[src/rtl/core/air_quality_forecast_alert_macros.svh]
// Assertion macros shared by the air quality forecast blocks.
`ifndef AIR_QUALITY_FORECAST_ALERT_MACROS_SVH
`define AIR_QUALITY_FORECAST_ALERT_MACROS_SVH

// Check that cons holds in the same cycle as ante.
`define AQF_ASSERT_SAME(label, clk, rst, ante, cons) \
   label: assert property (@(posedge clk) disable iff (rst) (ante) |-> (cons)) \
      else $error("aqf same-cycle check failed");

// Check that cons holds in the cycle after ante.
`define AQF_ASSERT_NEXT(label, clk, rst, ante, cons) \
   label: assert property (@(posedge clk) disable iff (rst) (ante) |=> (cons)) \
      else $error("aqf next-cycle check failed");

`endif

[src/rtl/core/aqf_pkg.sv]
// Types, constants and seed functions for the air quality forecast block.
`default_nettype none

package aqf_pkg;

   localparam int VAL_W    = 20;
   localparam int POLL     = 4;
   localparam int NUM_W    = 24;
   localparam int FAC_W    = 15;
   localparam int PROD_W   = 39;
   localparam int LIMSC_W  = 38;
   localparam int PY_W     = 32;
   localparam int PPM_W    = 61;

   localparam logic [VAL_W-1:0] VAL_MAX       = 20'd1048575;
   localparam logic [VAL_W-1:0] CO2_MIN_LIMIT = 20'd6400;
   localparam logic [VAL_W-1:0] PM25_LIM_RST  = 20'd240;
   localparam logic [VAL_W-1:0] NO2_LIM_RST   = 20'd400;
   localparam logic [VAL_W-1:0] SO2_LIM_RST   = 20'd640;
   localparam logic [VAL_W-1:0] CO2_LIM_RST   = 20'd16000;

   localparam logic signed [17:0] FACTOR_BASE = 18'sd14560;
   localparam logic signed [17:0] FACTOR_LO   = 18'sd11200;
   localparam logic signed [17:0] FACTOR_HI   = 18'sd24000;

   localparam logic [10:0] TEMP_RST = 11'd320;
   localparam logic [9:0]  WIND_RST = 10'd32;
   localparam logic [10:0] HUM_RST  = 11'd800;

   // 160000 = 256 * 625; rounding offset is half of it
   localparam logic [PROD_W:0] ROUND_HALF   = 40'd80000;
   localparam logic [PY_W-1:0] PY_SAT       = 32'd655360000;
   localparam logic [30:0]     RECIP_625    = 31'd1759218604;
   localparam logic [9:0]      DIV_625      = 10'd625;

   typedef logic [POLL-1:0][VAL_W-1:0] row_type;

   typedef enum logic [1:0] {
      CSR_PM25_LIMIT,
      CSR_NO2_LIMIT,
      CSR_SO2_LIMIT,
      CSR_CO2_LIMIT
   } csr_index_type;

   typedef enum logic [1:0] {
      DAY_NEXT,
      DAY_NEWEST,
      DAY_PREV1,
      DAY_PREV2
   } day_sel_type;

   typedef enum logic [3:0] {
      ST_CLEAR,
      ST_IDLE,
      ST_UPD_RD,
      ST_UPD_WR,
      ST_RD0,
      ST_RD1,
      ST_RD2,
      ST_RD3,
      ST_K_NUM,
      ST_K_MUL,
      ST_K_Q,
      ST_K_PM,
      ST_K_PQ,
      ST_K_PR,
      ST_DONE
   } state_type;

   typedef struct packed {
      logic        load;
      logic        sweep;
      logic        mem_rd;
      day_sel_type day_sel;
      logic        upd_wr;
      logic        cap_h0;
      logic        cap_h1;
      logic        cap_h2;
      logic        k_num;
      logic        k_mul;
      logic        k_q;
      logic        k_pm;
      logic        k_pq;
      logic        k_pr;
      logic        publish;
   } cmd_type;

   typedef struct packed {
      logic req_zone_ok;
      logic req_reading;
      logic sweep_last;
      logic lane_last;
      logic out_free;
   } status_type;

   function automatic logic [VAL_W-1:0] seed_value(input logic [3:0] z, input logic [1:0] k);
      logic [VAL_W-1:0] zv;
      logic [VAL_W-1:0] r;
      zv = VAL_W'(z);
      unique case (k)
         2'd0:    r = (20'd10 + zv) << 4;
         2'd1:    r = (20'd15 + zv) << 4;
         2'd2:    r = (20'd20 + zv) << 4;
         default: r = (20'd800 + zv * 20'd10) << 4;
      endcase
      return r;
   endfunction

   function automatic row_type seed_row(input logic [3:0] z);
      row_type r;
      for (int k = 0; k < POLL; k++) begin
         r[k] = seed_value(z, 2'(k));
      end
      return r;
   endfunction

endpackage

`default_nettype wire

[src/rtl/core/aqf_ctrl.sv]
// Sequencer for the air quality forecast datapath.
`default_nettype none

module aqf_ctrl (
   input  wire logic               clock,
   input  wire logic               reset,
   input  wire logic               req_valid,
   output      logic               req_stall,
   input  wire aqf_pkg::status_type status,
   output      aqf_pkg::cmd_type    cmd
);

   aqf_pkg::state_type state_ff;
   aqf_pkg::state_type state_in;

   always_ff @(posedge clock) begin
      if (reset) begin
         state_ff <= aqf_pkg::ST_CLEAR;
      end else begin
         state_ff <= state_in;
      end
   end

   always_comb begin
      state_in = state_ff;
      unique case (state_ff)
         aqf_pkg::ST_CLEAR: begin
            if (status.sweep_last) state_in = aqf_pkg::ST_IDLE;
         end
         aqf_pkg::ST_IDLE: begin
            if (req_valid) begin
               priority if (!status.req_zone_ok) state_in = aqf_pkg::ST_DONE;
               else if (status.req_reading)      state_in = aqf_pkg::ST_UPD_RD;
               else                              state_in = aqf_pkg::ST_RD0;
            end
         end
         aqf_pkg::ST_UPD_RD: state_in = aqf_pkg::ST_UPD_WR;
         aqf_pkg::ST_UPD_WR: state_in = aqf_pkg::ST_RD0;
         aqf_pkg::ST_RD0:    state_in = aqf_pkg::ST_RD1;
         aqf_pkg::ST_RD1:    state_in = aqf_pkg::ST_RD2;
         aqf_pkg::ST_RD2:    state_in = aqf_pkg::ST_RD3;
         aqf_pkg::ST_RD3:    state_in = aqf_pkg::ST_K_NUM;
         aqf_pkg::ST_K_NUM:  state_in = aqf_pkg::ST_K_MUL;
         aqf_pkg::ST_K_MUL:  state_in = aqf_pkg::ST_K_Q;
         aqf_pkg::ST_K_Q:    state_in = aqf_pkg::ST_K_PM;
         aqf_pkg::ST_K_PM:   state_in = aqf_pkg::ST_K_PQ;
         aqf_pkg::ST_K_PQ:   state_in = aqf_pkg::ST_K_PR;
         aqf_pkg::ST_K_PR: begin
            state_in = status.lane_last ? aqf_pkg::ST_DONE : aqf_pkg::ST_K_NUM;
         end
         aqf_pkg::ST_DONE: begin
            if (status.out_free) state_in = aqf_pkg::ST_IDLE;
         end
         default: state_in = aqf_pkg::ST_CLEAR;
      endcase
   end

   always_comb begin
      cmd = '0;
      req_stall = 1'b1;
      unique case (state_ff)
         aqf_pkg::ST_CLEAR: cmd.sweep = 1'b1;
         aqf_pkg::ST_IDLE: begin
            req_stall = 1'b0;
            cmd.load  = req_valid;
         end
         aqf_pkg::ST_UPD_RD: begin
            cmd.mem_rd  = 1'b1;
            cmd.day_sel = aqf_pkg::DAY_NEXT;
         end
         aqf_pkg::ST_UPD_WR: begin
            cmd.upd_wr  = 1'b1;
            cmd.day_sel = aqf_pkg::DAY_NEXT;
         end
         aqf_pkg::ST_RD0: begin
            cmd.mem_rd  = 1'b1;
            cmd.day_sel = aqf_pkg::DAY_NEWEST;
         end
         aqf_pkg::ST_RD1: begin
            cmd.mem_rd  = 1'b1;
            cmd.day_sel = aqf_pkg::DAY_PREV1;
            cmd.cap_h0  = 1'b1;
         end
         aqf_pkg::ST_RD2: begin
            cmd.mem_rd  = 1'b1;
            cmd.day_sel = aqf_pkg::DAY_PREV2;
            cmd.cap_h1  = 1'b1;
         end
         aqf_pkg::ST_RD3:   cmd.cap_h2 = 1'b1;
         aqf_pkg::ST_K_NUM: cmd.k_num  = 1'b1;
         aqf_pkg::ST_K_MUL: cmd.k_mul  = 1'b1;
         aqf_pkg::ST_K_Q:   cmd.k_q    = 1'b1;
         aqf_pkg::ST_K_PM:  cmd.k_pm   = 1'b1;
         aqf_pkg::ST_K_PQ:  cmd.k_pq   = 1'b1;
         aqf_pkg::ST_K_PR:  cmd.k_pr   = 1'b1;
         aqf_pkg::ST_DONE:  cmd.publish = status.out_free;
         default: cmd = '0;
      endcase
   end

endmodule

`default_nettype wire

[config.mk]
export PLATFORM = sky130hd
export DESIGN_NAME = aqf_ctrl
export DESIGN_NICKNAME = d
export VERILOG_FILES = /design/src/rtl/core/air_quality_forecast_alert_macros.svh /design/src/rtl/core/aqf_pkg.sv /design/src/rtl/core/aqf_ctrl.sv
export SDC_FILE = /design/constraint.sdc
export NUM_CORES = 1
export LEC_CHECK = 0
export BUFFER_PORTS_ARGS = -buffer_cell sky130_fd_sc_hd__clkbuf_2
export CORE_AREA = 5 5 42 44
export DETAILED_ROUTE_END_ITERATION = 8
export DIE_AREA = 0 0 47 49
export PLACE_DENSITY = 0.65
export SYNTH_ARGS = -nofsm -noshare
export SYNTH_HDL_FRONTEND = slang
export SYNTH_SLANG_ARGS = --single-unit
export TNS_END_PERCENT = 5
[constraint.sdc]
create_clock -name clock -period 2.2 [get_ports clock]
set_input_delay 0 -clock clock [delete_from_list [all_inputs] [get_ports clock]]
set_output_delay 0 -clock clock [all_outputs]
set_load 0.02 [all_outputs]
==> impl_metrics.ini <==
[worst_setup_path]
cp_num_buf_inv = 1
rrSetupSlack_ps = 650
arrival_ps = 1690
crit_path_end_kind = output pin
required_ps = 2200
crit_type = flop to output pin
cp_slowest_cell = dfxtp_1
setup.worst_path.start_class = flop
cp_max_fo = 17
path_delay_family = simple AND/OR/NAND/NOR gates
max_stage_delay_ps = 470
cp_cell_sequence = nand2b_1, or3_1, nor2_1, clkbuf_2

[sta]
skew_ps = 1.565
setup_viol = 0
setup_tns_ps = 0
tightest_slew_ps = 554.7
fmax_ghz = 0.5900
min_period_over_period_pct = 77.04
slew_viol_final = 0
grt_setup_unrepaired = no
hold_viol_final = 0
setup_ws_ps = 505.2
fin_crit_ps = 1695
slew_headroom_pct = 62.97

[final_layout]
ff_latch_area_um2 = 80.08
nets = 97
antenna_cells = 0
multi_input_area_um2 = 326.6
final_common_cell = clkbuf_2
syn_to_final_growth_pct = 26.20
nFillCells = 159
drive_gt1_share_pct = 34.48
mostFrequentLayoutCells = clkbuf_2, nor2_1, nand2b_1, a21oi_1, nor3_1
largest_reg_flops = 4
regMostFlops = state_ff
fin_cells = 103
fin_area_um2 = 590.6
reg_top3 = state_ff x4

[status]
run_status = completed

[cts]
cts_tree = yes
clk_path_buf_depth = 2
cts_htree_levels = 1
post_cts_resized = 0
cts_buffers = 3
clk_pin_slew_ps = 40
cts_setup_buffers = 0
clock_latency_ps = 230
cts_root_buf = clkbuf_4
cts.sinks = 4

[power_and_ir_drop]
peakVddDrop_mv = 0.3541
p_per_area_nw_per_um2 = 515.8
total_power_mw = 0.3046
p_leak_nw = 0.2557

[routing]
drtIter0Drc = 13
final_antenna_net_count = 0
vias = 549
drt-pass1-iter-count = 4
wirelength_mm = 1.239
vias_per_cell = 5.330
drc = 0
drt-wirelength-per-cell_um = 12.03

[floorplanning]
die_h_um = 49
coreArea_um2 = 1401
start_util_pct = 33.39
io_pins = 25
fp-row-count = 14
die_w_um = 47
die_area_um2 = 2303

[global_route]
grt_overflow = 0
antenna_found_initial = 0
grt_pass1_wl_mm = 2.145
track_usage_pct = 11.89
grt_pass1_vias = 518
grt_max_degree = 21

[logic_synthesis]
yosysUniqueCellTypes = 23
ys_ff_latch = 4
avgSynthCellArea_um2 = 7.090
syn_nets = 74
yosysWarnings = 0
ys_seq_area_share_pct = 17.11
syn_area_um2 = 467.9
postSynthCellCount = 66

[place]
gp_congestion = 0.7438
dp_hpwl_um = 973
place_area_um2 = 558.0
dp_slack_ps = 662.5
dp_cells = 99
portBuffers = 24

[hold_path]
hold_class = input port to flop

[run]
drv_cap = 0
==> per-stage QoR <==
step	utilization, %	hold slack (ps)
after floorplan	-	69.07
after CTS	42.14	103.2
final	42.14	98.94
after detailed placement	39.82	211.3
after global placement	39.82	207.7
after global routing	42.14	133.5
==> what timing repair did <==
item                       4_1_cts  5_1_grt
setup endpoints to repair        0        0
hold buffers                     1        0
hold endpoints to repair         4        0
==> Yosys cell counts, drive strengths merged <==
| library cell | count | area [um^2] |
|---|---|---|
| o22ai | 2 | 12.51 |
| nor2 | 12 | 45.04 |
| dfxtp | 4 | 80.08 |
| a21boi | 3 | 22.52 |
| o32a | 1 | 10.01 |
| nor4 | 3 | 18.77 |
| or3 | 3 | 18.77 |
| a21oi | 6 | 30.03 |
| nor3 | 6 | 35.03 |
| and2 | 1 | 8.760 |
| o221ai | 2 | 17.52 |
| mux2i | 1 | 10.01 |
| nand2 | 2 | 7.510 |
| buf | 7 | 50.05 |
| nand2b | 6 | 37.54 |
| nor4b | 1 | 8.760 |
| and4b | 1 | 10.01 |
| a221oi | 1 | 26.28 |
| inv | 3 | 11.26 |
| nand3b | 1 | 7.510 |
==> worst register-to-register path, delay by kind of cell (launching register included) <==
| family | cells | cell delay [ps] |
|---|---|---|
| AND/OR/NAND/NOR | 2 | 690 |
| flip-flops | 1 | 660 |
| AO/OA/AOI/OAI | 1 | 130 |
==> metal layers <==
metal  vias up  share of wire [%]  global-route usage, %
met5         -                  0                      0
met2        13                 52                  19.00
met3         0                5.5                  2.583
met1       254                 42                  15.13
li1        282                  -                      -
met4         0                  0                  4.147
==> logic make-up (layout without fill, tap and decap cells) <==
logic type             count (synthesis)  after routing  synth area share [%]
and+or+nand+nor                       36             36                 42.25
AOI/OAI and AO/OA                     15             15                 25.40
buffers and inverters                 10             31                 13.10
DFF                                    4              4                 17.11
muxes                                  1              1                 2.139
==> final timing paths <==
| path | startpoint | end | cells past startpoint |
|---|---|---|---|
| setup / recovery | state_ff[1]$_SDFFE_PP0P_ | cmd[15] | 4 |
| hold / removal | req_valid | state_ff[0]$_SDFFE_PP0P_ | 4 |
| setup reg to reg | state_ff[1]$_SDFFE_PP0P_ | state_ff[2]$_SDFFE_PP0P_ | 3 |
| hold reg to reg | state_ff[0]$_SDFFE_PP0P_ | state_ff[2]$_SDFFE_PP0P_ | 3 |
==> where the power goes <==
group / switching [mW] / internal [mW] / total [mW]
Combinational: 0.0651 / 0.0464 / 0.112
Sequential: 0.0226 / 0.0790 / 0.102
Clock: 0.0305 / 0.0611 / 0.0915
Total: 0.118 / 0.186 / 0.305
==> area by class of cell <==
| type | instances | share of cell area (%) |
|---|---|---|
| repair buffers | 25 | 22.03 |
| multi-input cells | 52 | 55.30 |
| flip-flops and latches | 4 | 13.56 |
| clock buffers | 3 | 3.814 |
| well taps | 16 | 3.390 |
| inverters | 3 | 1.907 |
No activity file was read; power rests on OpenSTA's default activity.
